`config.mk`:
```
export PLATFORM = sky130hd
export DESIGN_NAME = rc_pulse_to_attitude_command_flat
export DESIGN_NICKNAME = d
export VERILOG_FILES = /design/src/sv/rcpa_pkg.sv /design/src/sv/rcpa_if.sv /design/src/sv/rc_pulse_to_attitude_command.sv /design/src/sv/rcpa_ctrl.sv /design/src/sv/rcpa_dp.sv /design/src/flat_wrapper.sv
export SDC_FILE = /design/constraint.sdc
export NUM_CORES = 2
export LEC_CHECK = 0
export BUFFER_PORTS_ARGS = -buffer_cell sky130_fd_sc_hd__buf_2
export CAP_MARGIN = 20
export CORE_AREA = 2 2 222 224
export CTS_CLUSTER_SIZE = 12
export DETAILED_ROUTE_END_ITERATION = 10
export DIE_AREA = 0 0 224 226
export GPL_TIMING_DRIVEN = 0
export PLACE_DENSITY_LB_ADDON = 0.12
export SETUP_SLACK_MARGIN = 0.5
export SLEW_MARGIN = 20
export SYNTH_ARGS = -nofsm -noshare
export SYNTH_HDL_FRONTEND = slang
export SYNTH_SLANG_ARGS = --single-unit
```
`constraint.sdc`:
```
create_clock -name clk -period 14.7 [get_ports clk]
set_input_delay 2.205 -clock clk [delete_from_list [all_inputs] [get_ports clk]]
set_output_delay 2.205 -clock clk [all_outputs]
set_load 0.005 [all_outputs]
```
`src/sv/rcpa_pkg.sv`:
```
// ----------------------------------------------------------------------------
// rcpa_pkg: shared types and constants
// Register codes, widths, fixed-point constants and the controller command.
// ----------------------------------------------------------------------------
`default_nettype none

package rcpa_pkg;

  localparam int WIDTH_W = 12;  // pulse width, us
  localparam int UNIT_W  = 16;  // Q0.16 normalized value
  localparam int ANGLE_W = 14;  // Q0.13 (sign + 13 fraction bits) roll/pitch
  localparam int YAW_W   = 16;  // Q2.13 heading out
  localparam int HDG_W   = 28;  // Q2.24 heading state
  localparam int INC_W   = 21;  // per-item heading increment
  localparam int MUL_A_W = 18;
  localparam int MUL_B_W = 25;
  localparam int PROD_W  = MUL_A_W + MUL_B_W;

  localparam int CFG_IDX_W  = 2;
  localparam int CFG_DATA_W = 24;

  localparam int OFFSET_W = 12;
  localparam int SPAN_W   = 24;
  localparam int GATE_W   = 16;
  localparam int GAIN_W   = 20;

  localparam logic [OFFSET_W-1:0] OFFSET_RST = 12'd1011;
  localparam logic [SPAN_W-1:0]   SPAN_RST   = 24'd4299262;
  localparam logic [GATE_W-1:0]   GATE_RST   = 16'd13107;
  localparam logic [GAIN_W-1:0]   GAIN_RST   = 20'd263538;

  // pi/3 in Q0.16, pi in Q2.24
  localparam logic signed [MUL_B_W-1:0] PI_THIRD_Q16 = 25'sd68629;
  localparam logic signed [HDG_W-1:0]   PI_Q24       = 28'sd52707179;

  typedef enum logic [CFG_IDX_W-1:0] {
    REG_PULSE_OFFSET = 2'd0,
    REG_SPAN_RECIP   = 2'd1,
    REG_THR_GATE     = 2'd2,
    REG_YAW_GAIN     = 2'd3
  } cfg_reg_t;

  // Multiply schedule, issued in this order by the controller.
  typedef enum logic [2:0] {
    OP_NORM_Y = 3'd0,
    OP_NORM_T = 3'd1,
    OP_NORM_R = 3'd2,
    OP_NORM_P = 3'd3,
    OP_YAW    = 3'd4,
    OP_ANG_R  = 3'd5,
    OP_ANG_P  = 3'd6
  } op_t;

  typedef struct packed {
    logic load;       // capture input request
    logic mul_en;     // issue a multiply
    op_t  op;
    logic hdg_upd;    // apply increment to heading
    logic yout_calc;  // round heading to Q2.13
    logic out_load;   // move results into output register
  } rcpa_cmd_t;

endpackage

`default_nettype wire

```
`src/sv/rcpa_if.sv`:
```
// ----------------------------------------------------------------------------
// rcpa_in_if / rcpa_out_if: request channels
// Valid/ready channels carrying pulse widths in and attitude commands out.
// ----------------------------------------------------------------------------
`default_nettype none

interface rcpa_in_if;
  logic        valid;
  logic        ready;
  logic [11:0] roll_width;
  logic [11:0] pitch_width;
  logic [11:0] throttle_width;
  logic [11:0] yaw_width;
  logic        lock_engaged;

  modport source (output valid, roll_width, pitch_width, throttle_width, yaw_width,
                  lock_engaged, input ready);
  modport sink   (input valid, roll_width, pitch_width, throttle_width, yaw_width,
                  lock_engaged, output ready);
endinterface

interface rcpa_out_if;
  logic               valid;
  logic               ready;
  logic        [15:0] throttle_cmd;
  logic signed [13:0] pitch_cmd;
  logic signed [13:0] roll_cmd;
  logic signed [15:0] yaw_cmd;

  modport source (output valid, throttle_cmd, pitch_cmd, roll_cmd, yaw_cmd,
                  input ready);
  modport sink   (input valid, throttle_cmd, pitch_cmd, roll_cmd, yaw_cmd,
                  output ready);
endinterface

`default_nettype wire

```
`src/sv/rc_pulse_to_attitude_command.sv`:
```
// ----------------------------------------------------------------------------
// rc_pulse_to_attitude_command: receiver pulses to attitude commands
// Requests are handled one at a time, through seven passes of the single shared
// multiplier plus accept, drain and handoff. Input is taken again while a result
// waits in the output register.
// Reset (sync, active low) restores register defaults and zeroes the heading.
// ----------------------------------------------------------------------------
`default_nettype none

// Flow per request:
//   accept       - widths and lock captured
//   7 mul steps  - normalize yaw, throttle, roll, pitch; yaw rate; roll, pitch
//                  angles. Each product is registered, then written back.
//   heading      - integrate (gated by lock and throttle), clamp to +-pi
//   drain        - last angle lands, heading rounded to Q2.13
//   done         - results move to the output register when it is free
module rc_pulse_to_attitude_command
  import rcpa_pkg::*;
(
  input  wire logic                  clk,
  input  wire logic                  rst_n,
  input  wire logic                  cfg_we,
  input  wire logic [CFG_IDX_W-1:0]  cfg_index,
  input  wire logic [CFG_DATA_W-1:0] cfg_wdata,
  rcpa_in_if.sink                    in_ch,
  rcpa_out_if.source                 out_ch
);

  rcpa_cmd_t cmd;

  rcpa_ctrl u_ctrl (
    .clk       (clk),
    .rst_n     (rst_n),
    .in_valid  (in_ch.valid),
    .in_ready  (in_ch.ready),
    .out_valid (out_ch.valid),
    .out_ready (out_ch.ready),
    .cmd       (cmd)
  );

  rcpa_dp u_dp (
    .clk            (clk),
    .rst_n          (rst_n),
    .cmd            (cmd),
    .cfg_we         (cfg_we),
    .cfg_index      (cfg_index),
    .cfg_wdata      (cfg_wdata),
    .roll_width     (in_ch.roll_width),
    .pitch_width    (in_ch.pitch_width),
    .throttle_width (in_ch.throttle_width),
    .yaw_width      (in_ch.yaw_width),
    .lock_engaged   (in_ch.lock_engaged),
    .throttle_cmd   (out_ch.throttle_cmd),
    .pitch_cmd      (out_ch.pitch_cmd),
    .roll_cmd       (out_ch.roll_cmd),
    .yaw_cmd        (out_ch.yaw_cmd)
  );

endmodule

`default_nettype wire

```
`src/sv/rcpa_ctrl.sv`:
```
// ----------------------------------------------------------------------------
// rcpa_ctrl: sequencer
// Steps the shared multiplier schedule and owns the request handshakes.
// ----------------------------------------------------------------------------
`default_nettype none

module rcpa_ctrl
  import rcpa_pkg::*;
(
  input  wire logic      clk,
  input  wire logic      rst_n,
  input  wire logic      in_valid,
  output logic           in_ready,
  output logic           out_valid,
  input  wire logic      out_ready,
  output rcpa_cmd_t      cmd
);

  typedef enum logic [3:0] {
    S_IDLE  = 4'b0001,
    S_RUN   = 4'b0010,
    S_DRAIN = 4'b0100,
    S_DONE  = 4'b1000
  } state_t;

  state_t state_r, state_nxt;
  op_t    step_r, step_nxt;
  logic   out_valid_r, out_valid_nxt;

  assign in_ready  = (state_r == S_IDLE);
  assign out_valid = out_valid_r;

  always_comb begin
    state_nxt     = state_r;
    step_nxt      = step_r;
    out_valid_nxt = out_valid_r & ~out_ready;
    cmd           = '0;
    cmd.op        = step_r;
    unique case (state_r)
      S_IDLE: begin
        if (in_valid) begin
          cmd.load  = 1'b1;
          step_nxt  = OP_NORM_Y;
          state_nxt = S_RUN;
        end
      end
      S_RUN: begin
        cmd.mul_en  = 1'b1;
        // yaw increment: product registered, then written back; applied at OP_ANG_P
        cmd.hdg_upd = (step_r == OP_ANG_P);
        if (step_r == OP_ANG_P) begin
          state_nxt = S_DRAIN;
        end else begin
          step_nxt = op_t'(step_r + 3'd1);
        end
      end
      S_DRAIN: begin
        cmd.yout_calc = 1'b1;
      end
      S_DONE: begin
        if (!out_valid_r || out_ready) begin
          cmd.out_load  = 1'b1;
          out_valid_nxt = 1'b1;
          state_nxt     = S_IDLE;
        end
      end
      default: begin
        state_nxt = S_IDLE;
      end
    endcase
    if (state_r == S_DRAIN) begin
      state_nxt = S_DONE;
    end
  end

  always_ff @(posedge clk) begin
    if (!rst_n) begin
      state_r     <= S_IDLE;
      step_r      <= OP_NORM_Y;
      out_valid_r <= 1'b0;
    end else begin
      state_r     <= state_nxt;
      step_r      <= step_nxt;
      out_valid_r <= out_valid_nxt;
    end
  end

endmodule

`default_nettype wire

```
`src/sv/rcpa_dp.sv`:
```
// ----------------------------------------------------------------------------
// rcpa_dp: datapath
// Config registers, one shared 18x25 multiplier, heading integrator, outputs.
// ----------------------------------------------------------------------------
`default_nettype none

module rcpa_dp
  import rcpa_pkg::*;
(
  input  wire logic                   clk,
  input  wire logic                   rst_n,
  input  wire rcpa_cmd_t              cmd,
  input  wire logic                   cfg_we,
  input  wire logic [CFG_IDX_W-1:0]   cfg_index,
  input  wire logic [CFG_DATA_W-1:0]  cfg_wdata,
  input  wire logic [WIDTH_W-1:0]     roll_width,
  input  wire logic [WIDTH_W-1:0]     pitch_width,
  input  wire logic [WIDTH_W-1:0]     throttle_width,
  input  wire logic [WIDTH_W-1:0]     yaw_width,
  input  wire logic                   lock_engaged,
  output logic [UNIT_W-1:0]           throttle_cmd,
  output logic signed [ANGLE_W-1:0]   pitch_cmd,
  output logic signed [ANGLE_W-1:0]   roll_cmd,
  output logic signed [YAW_W-1:0]     yaw_cmd
);

  // config
  logic [OFFSET_W-1:0] offset_r;
  logic [SPAN_W-1:0]   span_r;
  logic [GATE_W-1:0]   gate_r;
  logic [GAIN_W-1:0]   gain_r;

  always_ff @(posedge clk) begin
    if (!rst_n) begin
      offset_r <= OFFSET_RST;
      span_r   <= SPAN_RST;
      gate_r   <= GATE_RST;
      gain_r   <= GAIN_RST;
    end else if (cfg_we) begin
      unique case (cfg_reg_t'(cfg_index))
        REG_PULSE_OFFSET: offset_r <= cfg_wdata[OFFSET_W-1:0];
        REG_SPAN_RECIP:   span_r   <= cfg_wdata[SPAN_W-1:0];
        REG_THR_GATE:     gate_r   <= cfg_wdata[GATE_W-1:0];
        REG_YAW_GAIN:     gain_r   <= cfg_wdata[GAIN_W-1:0];
        default: ;
      endcase
    end
  end

  // captured request
  logic [WIDTH_W-1:0] w_roll_r, w_pitch_r, w_thr_r, w_yaw_r;
  logic               lock_r;

  always_ff @(posedge clk) begin
    if (cmd.load) begin
      w_roll_r  <= roll_width;
      w_pitch_r <= pitch_width;
      w_thr_r   <= throttle_width;
      w_yaw_r   <= yaw_width;
      lock_r    <= lock_engaged;
    end
  end

  // intermediate results
  logic [UNIT_W-1:0]         u_roll_r, u_pitch_r, u_thr_r, u_yaw_r;
  logic signed [ANGLE_W-1:0] ang_roll_r, ang_pitch_r;
  logic signed [INC_W-1:0]   inc_r;
  logic signed [HDG_W-1:0]   hdg_r;
  logic signed [YAW_W-1:0]   yout_r;

  // operand select
  logic [WIDTH_W-1:0]       w_sel;
  logic [WIDTH_W:0]         diff;
  logic [UNIT_W-1:0]        u_sel;
  logic signed [UNIT_W-1:0] ctr;   // u - 0.5: flip the MSB
  logic signed [MUL_A_W-1:0] mul_a;
  logic signed [MUL_B_W-1:0] mul_b;
  logic signed [PROD_W-1:0]  prod;

  always_comb begin
    w_sel = w_yaw_r;
    u_sel = u_yaw_r;
    unique case (cmd.op)
      OP_NORM_Y: w_sel = w_yaw_r;
      OP_NORM_T: w_sel = w_thr_r;
      OP_NORM_R: w_sel = w_roll_r;
      OP_NORM_P: w_sel = w_pitch_r;
      OP_YAW:    u_sel = u_yaw_r;
      OP_ANG_R:  u_sel = u_roll_r;
      OP_ANG_P:  u_sel = u_pitch_r;
      default: ;
    endcase
    diff = {1'b0, w_sel} - {1'b0, offset_r};
    ctr  = $signed({~u_sel[UNIT_W-1], u_sel[UNIT_W-2:0]});

    unique case (cmd.op)
      OP_NORM_Y, OP_NORM_T, OP_NORM_R, OP_NORM_P: begin
        // width at or below offset normalizes to zero
        mul_a = diff[WIDTH_W] ? '0 : $signed(MUL_A_W'({1'b0, diff[WIDTH_W-1:0]}));
        mul_b = $signed(MUL_B_W'({1'b0, span_r}));
      end
      OP_YAW: begin
        mul_a = MUL_A_W'(ctr);
        mul_b = $signed(MUL_B_W'({1'b0, gain_r}));
      end
      default: begin
        mul_a = MUL_A_W'(ctr);
        mul_b = PI_THIRD_Q16;
      end
    endcase
  end

  assign prod = mul_a * mul_b;

  logic signed [PROD_W-1:0] p_r;
  op_t                      pop_r;
  logic                     pvalid_r;

  always_ff @(posedge clk) begin
    if (!rst_n) begin
      pvalid_r <= 1'b0;
    end else begin
      pvalid_r <= cmd.mul_en;
    end
  end

  always_ff @(posedge clk) begin
    if (cmd.mul_en) begin
      p_r   <= prod;
      pop_r <= cmd.op;
    end
  end

  // writeback of the registered product
  logic [UNIT_W-1:0]        u_wb;
  logic signed [PROD_W-1:0] p_ang, p_inc;

  assign u_wb  = (p_r[PROD_W-1:2*UNIT_W] != '0) ? '1 : p_r[2*UNIT_W-1:UNIT_W];
  assign p_ang = p_r + PROD_W'(1 << 18);
  assign p_inc = p_r + PROD_W'(1 << 15);

  always_ff @(posedge clk) begin
    if (pvalid_r) begin
      unique case (pop_r)
        OP_NORM_Y: u_yaw_r     <= u_wb;
        OP_NORM_T: u_thr_r     <= u_wb;
        OP_NORM_R: u_roll_r    <= u_wb;
        OP_NORM_P: u_pitch_r   <= u_wb;
        OP_YAW:    inc_r       <= p_inc[INC_W+15:16];
        OP_ANG_R:  ang_roll_r  <= p_ang[ANGLE_W+18:19];
        OP_ANG_P:  ang_pitch_r <= p_ang[ANGLE_W+18:19];
        default: ;
      endcase
    end
  end

  // heading integrator with clamp to +-pi
  logic signed [HDG_W:0]   h_sum;
  logic signed [HDG_W-1:0] h_clamped;
  logic                    hdg_en;

  assign h_sum  = (HDG_W+1)'(hdg_r) + (HDG_W+1)'(inc_r);
  assign hdg_en = cmd.hdg_upd && !lock_r && (u_thr_r > gate_r);

  always_comb begin
    if (h_sum > (HDG_W+1)'(PI_Q24)) begin
      h_clamped = PI_Q24;
    end else if (h_sum < -(HDG_W+1)'(PI_Q24)) begin
      h_clamped = -PI_Q24;
    end else begin
      h_clamped = h_sum[HDG_W-1:0];
    end
  end

  always_ff @(posedge clk) begin
    if (!rst_n) begin
      hdg_r <= '0;
    end else if (hdg_en) begin
      hdg_r <= h_clamped;
    end
  end

  logic signed [HDG_W:0] h_round;
  assign h_round = (HDG_W+1)'(hdg_r) + (HDG_W+1)'(1 << 10);

  always_ff @(posedge clk) begin
    if (cmd.yout_calc) begin
      yout_r <= h_round[YAW_W+10:11];
    end
  end

  // output register
  always_ff @(posedge clk) begin
    if (cmd.out_load) begin
      throttle_cmd <= u_thr_r;
      pitch_cmd    <= ang_pitch_r;
      roll_cmd     <= ang_roll_r;
      yaw_cmd      <= yout_r;
    end
  end

endmodule

`default_nettype wire
```
`src/flat_wrapper.sv`:
```
// flat-port wrapper written by rule: the top's interface ports become plain ports
module rc_pulse_to_attitude_command_flat import rcpa_pkg::*;
  (clk, rst_n, cfg_we, cfg_index, cfg_wdata, in_ch_valid, in_ch_roll_width, in_ch_pitch_width, in_ch_throttle_width, in_ch_yaw_width, in_ch_lock_engaged, in_ch_ready, out_ch_valid, out_ch_throttle_cmd, out_ch_pitch_cmd, out_ch_roll_cmd, out_ch_yaw_cmd, out_ch_ready);
  rcpa_in_if in_ch_i ();
  rcpa_out_if out_ch_i ();
  input  wire logic clk;
  input  wire logic rst_n;
  input  wire logic cfg_we;
  input  wire logic [CFG_IDX_W-1:0] cfg_index;
  input  wire logic [CFG_DATA_W-1:0] cfg_wdata;
  input wire logic [$bits(in_ch_i.valid)-1:0] in_ch_valid;
  input wire logic [$bits(in_ch_i.roll_width)-1:0] in_ch_roll_width;
  input wire logic [$bits(in_ch_i.pitch_width)-1:0] in_ch_pitch_width;
  input wire logic [$bits(in_ch_i.throttle_width)-1:0] in_ch_throttle_width;
  input wire logic [$bits(in_ch_i.yaw_width)-1:0] in_ch_yaw_width;
  input wire logic [$bits(in_ch_i.lock_engaged)-1:0] in_ch_lock_engaged;
  output wire logic [$bits(in_ch_i.ready)-1:0] in_ch_ready;
  output wire logic [$bits(out_ch_i.valid)-1:0] out_ch_valid;
  output wire logic [$bits(out_ch_i.throttle_cmd)-1:0] out_ch_throttle_cmd;
  output wire logic [$bits(out_ch_i.pitch_cmd)-1:0] out_ch_pitch_cmd;
  output wire logic [$bits(out_ch_i.roll_cmd)-1:0] out_ch_roll_cmd;
  output wire logic [$bits(out_ch_i.yaw_cmd)-1:0] out_ch_yaw_cmd;
  input wire logic [$bits(out_ch_i.ready)-1:0] out_ch_ready;
  assign in_ch_i.valid = in_ch_valid;
  assign in_ch_i.roll_width = in_ch_roll_width;
  assign in_ch_i.pitch_width = in_ch_pitch_width;
  assign in_ch_i.throttle_width = in_ch_throttle_width;
  assign in_ch_i.yaw_width = in_ch_yaw_width;
  assign in_ch_i.lock_engaged = in_ch_lock_engaged;
  assign in_ch_ready = in_ch_i.ready;
  assign out_ch_valid = out_ch_i.valid;
  assign out_ch_throttle_cmd = out_ch_i.throttle_cmd;
  assign out_ch_pitch_cmd = out_ch_i.pitch_cmd;
  assign out_ch_roll_cmd = out_ch_i.roll_cmd;
  assign out_ch_yaw_cmd = out_ch_i.yaw_cmd;
  assign out_ch_i.ready = out_ch_ready;
  rc_pulse_to_attitude_command u_core (.clk(clk), .rst_n(rst_n), .cfg_we(cfg_we), .cfg_index(cfg_index), .cfg_wdata(cfg_wdata), .in_ch(in_ch_i), .out_ch(out_ch_i));
endmodule
```
### After elaboration in Yosys (flattened, before gate mapping)

Cells that the tools add are included.

* divide/modulo/power cells: 0
* reductions and logical operators: 26
* $lt $le $gt $ge: 3
* add/subtract/negate cells: 6
* eq/ne operators: 26
* multiplexer cells: 25
* bitwise gates (word level): 4
* multipliers: 1
* shift-type cells: 0

Operators by type and width (count)
* $mux 28: 2
* $pmux 24 s2: 1
* $mul 18x25->43: 1
* $add 37x17->37 const B: 1
* $pmux 12 s3: 1
* $add 33x20->33 const B: 1
* $pmux 16 s2: 1
* $add 28x21->29: 1
* $gt 29x27->1 const B: 1
* $lt 29x27->1 const B: 1
* $add 27x12->27 const B: 1
* $reduce_and 2->1: 11
* $eq 3x3->1 const B: 6
* $mux 18: 1
* $gt 16x16->1: 1
* $mux 16: 1
* $mux 4: 4
* $sub 12x12->13: 1
* $eq 3x2->1 const B: 4
* $mux 12: 1
* $pmux 4 s3: 1
* $reduce_bool 11->1: 1
* $mux 1: 9
* $reduce_and 3->1: 3
* other kinds (23): 35

* flip-flop bits (word level): 393
* RAM bits: 0
* memory bits (read-only): 0
* memories kept: 0
* bits in latches: 0
* output and inout port bits: 62

### Depth between registers and ports, before layout

* word-level depth: 6
* gate-level depth with buffers: 44
* depth with buffers taken out: 40

### Modules after synthesis

A second synthesis with hierarchy kept.

* cell total of the unflattened synthesis: 3081
* area total of the unflattened synthesis: 30750.7 um2

Modules (own cells, without submodules)
* rcpa_dp: instances 1, cells an instance 3031, area each 30274.0 um2
* rcpa_ctrl: instances 1, cells an instance 50, area each 476.7 um2

### Worst setup path after synthesis

OpenSTA, ideal clock, no wires.

* path type: register -> register
* start point: register u_core.u_ctrl.step_r[2]
* end point: register u_core.u_dp.p_r[42], data pin
* setup time: 0.262 ns
* arrival: 10.090 ns
* path slack: 4.348 ns
* cell stages (with the launch flop): 44
* period minus slack after synthesis: 10.352 ns
* path through: dfxtp_1 buf_2 clkinv_1 clkbuf_1 clkbuf_1 clkbuf_1 ha_1 clkbuf_1 a221oi_1 a21oi_1 ha_1 nor2b_1 o31a_1 o21ai_1 a21boi_0 o21ai_0 a21boi_1 o21a_1 (+8 left out) fa_1 inv_1 fa_1 fa_1 inv_1 fa_1 inv_1 ha_1 a21o_1 a21o_1 a21oi_1 o21ai_0 a221o_1 a21oi_2 o21ai_2 a41o_2 a221oi_2 xnor2_1

* word-level cells in the longest chain between the ends: 6
* elaborated cells between the ends (all ways): 16

Ends and longest elaborated chain
* start, declared: RTL line rcpa_ctrl.sv:27 `op_t step_r, step_nxt;`
* start signal, assigned: RTL line rcpa_ctrl.sv:83 `step_r <= step_nxt;`
* $eq 3x2->1 or $eq 3x1->1 (tied branches): RTL line rcpa_dp.sv:83, rcpa_dp.sv:96
* $pmux 12 s3: RTL line rcpa_dp.sv:83 `unique case (cmd.op)`
* $sub 12x12->13: RTL line rcpa_dp.sv:93 `diff = {1'b0, w_sel} - {1'b0, offset_r};`
* $mux 12: RTL line rcpa_dp.sv:99 `mul_a = diff[WIDTH_W] ? '0 : $signed(MUL_A_W'({1'b0, diff[WIDTH_W-1:0]}));`
* $mux 18: RTL line rcpa_dp.sv:96 `unique case (cmd.op)`
* $mul 18x25->43 *: RTL line rcpa_dp.sv:113 `assign prod = mul_a * mul_b;`
* named net u_core.u_dp.prod[42]: RTL line rcpa_dp.sv:78 `logic signed [PROD_W-1:0] prod;`
* end signal, assigned: RTL line rcpa_dp.sv:129 `p_r <= prod;`
* end, declared: RTL line rcpa_dp.sv:115 `logic signed [PROD_W-1:0] p_r;`

The timed path passes the listed nets; every way through them passes the cells marked *.
A chain may end at the register's enable or synchronous reset.

### Worst setup path after layout

* start point: register u_core.u_ctrl.step_r[2]
* end point: register u_core.u_dp.p_r[39], data pin

The elaborated chain is that of the path after synthesis.

==> implementation parameters <==
Parameter                              Value

Floorplan
  Overall die area    50600 µm²
  Width of the chip    224 µm
  Chip Height    226 µm
  Number of primary I/O pins    142
  Core region area    48300 µm²
  Count of standard-cell rows    81
  Initial cell density of the core    63.2%

Clocking
  Hold-fix buffer count after cts    0
  Largest buffer count on any clock path    3
  Total number of H-tree levels    2
  CTS tree    built
  Clock root cell    clkbuf_16
  Clock Sinks    378
  Clock slew seen by the registers of the worst setup and hold paths    0.07 ns
  Insertion delay of the later-clocked pin in the worst-skew pair    0.56 ns
  CTS Buf Count    38

Finish
  Net count of the finished layout    3922
  Area of combinational cells with multiple inputs    18000 µm²
  Fillers    3733
  Design area    33500 µm²
  P&R area growth vs syn    9.58%
  Sequential cell area in the final layout    10300 µm²
  Core utilization of the finished layout    69.2%
  Share of post-route cells with drive strength above 1    8.10%

Critical path
  Longest individual stage delay on the worst path    0.62 ns
  Worst Path Max Fanout    10
  Required time at the worst-slack endpoint    15.00 ns
  Slowest cell on the critical path    clkbuf_1
  Worst setup path category    reg -> reg
  Worst r2r path cells    39
  Endpoint class of the critical path    flip-flop
  Startpoint type of the worst setup path    flip-flop
  Arrival time worst endpoint    13.99 ns
  Crit-path most repeated cell    fa_1

Synth
  Share of synthesized flip-flops with an asynchronous set or reset    0%
  Sequential element share of the synthesized area    33.6%
  Gate count after technology mapping    3079
  Top post-synthesis cells by area    edfxtp_1 (26%), fa_1 (23%), ha_1 (8.1%), dfxtp_1 (7.1%), inv_1 (6.5%)
  Count of yosys warnings during synthesis    0
  Cell with the most instances after synthesis    inv_1
  Flip-flop cell with the highest count after synthesis    edfxtp_1
  Cell types with the highest counts after synthesis    inv_1 (531), nand2_1 (416), fa_1 (353)
  Leading area contributor after synthesis    edfxtp_1
  Area share of the largest cell type after synthesis    26.4%
  Synthesis-stage register bit count    378
  EDFF count, synth    269
  Number of distinct library cells after synthesis    78
  Post-synth design cell area    30500 µm²
  Mapped Avg Cell Area    9.92 µm²

Global routing
  Largest net degree at the start of global routing    54
  Via count of the first global-routing pass    23.9k
  Final global-route overflow total    0
  Antenna violations before repair    10
  Global router's overall resource usage    37.1%
  First-pass GRT wire length    139000 µm

Routing
  DRT iter0 DRCs    2364
  Post-detailed-route count of antenna-violating nets    0
  Via count normalized by instance count    6.01
  Per-cell routed wire length    23.3 µm
  Vias    23.8k
  Final wirelength    92000 µm
  Detailed Routing Iterations Pass 1    6
  DRC violations left    0

Placement
  Half-perimeter wire length after placement    74700 µm
  Port-buffer cells    141
  Dpl cell area    32300 µm²
  Routability-driven placement congestion ratio    1.03
  Setup slack at placement    1.18 ns

Power and ir drop
  IR drop worst, VDD    0.391 mV
  Post-layout power    6.38 mW
  Share of total power in sequential cells    21.2%
  Leakage power of the design    15.2 nW
  Switching portion of total power    46.6%
  Combinational fraction of design power    64.5%
  Net load switching power    2.97 mW
  Internal power    3.40 mW
  Portion of total power attributed to the clock network    14.3%
  Areal power density over the cells    191 nW/µm²

Timing
  Pin slew with the least headroom to its limit    1.22 ns
  Total count of max-transition violations in the final report    0
  Final clock skew    0.0264 ns
  Final setup violation count    0
  Final number of hold-violating endpoints    0
  Accumulated negative setup slack    0 ns
  Unrepaired setup endpoints after global routing    false
  Relative max-transition margin    17.8%
  Final Critical Period    13.69 ns
  Post-route clock period utilization    93.2%
  Worst Slack Setup Final    1.01 ns
  F_max    73.0 MHz

Run
  Max-Cap Viols    0

Status
  Status    complete, no violations

Hold path
  Hold WC Path Type    reg -> reg
  Worst hold path depth    0
## path summary, 6_finish.rpt
check / start / slack (ns) / to
min reg2reg: u_core.u_dp.yout_r[10]$_DFFE_PP_ / 0.42 / u_core.u_dp.yaw_cmd[10]$_DFFE_PP_
max: u_core.u_ctrl.step_r[2]$_SDFFE_PN0P_ / 1.01 / u_core.u_dp.p_r[39]$_DFFE_PP_
max reg2reg: u_core.u_ctrl.step_r[2]$_SDFFE_PN0P_ / 1.01 / u_core.u_dp.p_r[39]$_DFFE_PP_
min: u_core.u_dp.yout_r[10]$_DFFE_PP_ / 0.42 / u_core.u_dp.yaw_cmd[10]$_DFFE_PP_
## layout make-up
class / instances / area share, %
Multi-Input combinational cell: 2085 / 53.8
Sequential cell: 378 / 30.7
Inverter: 533 / 5.98
Clock buffer: 65 / 3.29
Timing Repair Buffer: 155 / 2.53
Tap cell: 622 / 2.33
Buffer: 100 / 1.20
Clock inverter: 4 / 0.116
Antenna cell: 9 / 0.0673
## critical path: cells and delay by family (launching register included)
kind	cells	cell delay [ns]
buffers and inverters	12	4.05
AO/OA/AOI/OAI	12	3.29
AND/OR/NAND/NOR	5	1.37
flip-flops	1	0.32
adder cells (fa/ha/maj)	9	4.26
XOR/XNOR	1	0.14
## logic make-up (layout without fill, tap and decap cells)
family | Yosys count | count (layout) | share of synthesized area (%)
and+or+nand+nor | 957 | 957 | 14.1
muxes | 6 | 6 | 0.197
buffers and inverters | 633 | 857 | 7.85
adders and majority gates | 551 | 551 | 31.2
other | 2 | 28 | 0.0246
xor gates and xnor gates | 101 | 101 | 2.90
DFF | 378 | 378 | 33.6
AOI/OAI and AO/OA | 451 | 451 | 10.1
## power groups by stage
stage	logic [mW]	clock network, mW	registers, mW
after floorplan	2.88	0	1.36
after global placement	3.96	0	1.37
after detailed placement	4.07	0	1.37
after CTS	4.11	0.916	1.35
after global routing	4.58	0.963	1.35
final	4.11	0.912	1.35
## flip-flops by register name (all words and copies together), names as in the netlist, 14 cells and up
signal,flops
u_core.u_dp.gate_r,16
u_core.u_dp.gain_r,20
u_core.u_dp.u_roll_r,16
u_core.u_dp.ang_pitch_r,14
u_core.u_dp.span_r,24
u_core.u_dp.u_yaw_r,16
u_core.u_dp.u_thr_r,16
u_core.u_dp.p_r,28
u_core.u_dp.yout_r,16
u_core.u_dp.roll_cmd,14
u_core.u_dp.inc_r,21
u_core.u_dp.hdg_r,28
u_core.u_dp.ang_roll_r,14
u_core.u_dp.throttle_cmd,16
u_core.u_dp.u_pitch_r,16
u_core.u_dp.pitch_cmd,14
u_core.u_dp.yaw_cmd,16
## routing by layer
layer / up-vias / global-route usage, % / routed length, µm
met5: - / 0 / 26
met4: 4 / 17.8 / 5140
met3: 288 / 6.60 / 8700
met2: 1238 / 58.9 / 41800
met1: 11800 / 49.9 / 36300
li1: 10500 / - / -
## metrics by stage
step / hold WS (ns) / std cells
after floorplan: 0.400 / 3096
after global placement: 0.402 / 3859
after detailed placement: 0.405 / 3872
after CTS: 0.419 / 3941
after global routing: 0.421 / 3942
final: 0.418 / 3951
## cell usage in the layout, fill, tap and decap left out, types with 10 or more instances in the layout
cell	instances
inv_1	531
nand2_1	416
fa_1	353
edfxtp_1	269
nor2_1	236
ha_1	198
buf_2	149
dfxtp_1	109
a21oi_1	108
clkbuf_1	104
nand3_1	75
and2_1	66
xnor2_1	66
o211ai_1	50
o21ai_0	44
a21boi_0	43
a21o_1	38
clkbuf_16	38
xor2_1	35
o21ai_1	23
nor2b_1	22
nand4_1	22
or2_2	21
nor3_1	19
conb_1	19
nand2b_1	18
o21a_1	16
and3_1	15
a221oi_1	14
and4_1	13
a21boi_1	13
a211oi_1	10
## timing repair
item	in CTS	in global routing
gates resized for setup	0	2
setup buffers	0	0
setup endpoints to repair	0	6
(Power assumes the default switching activity.)
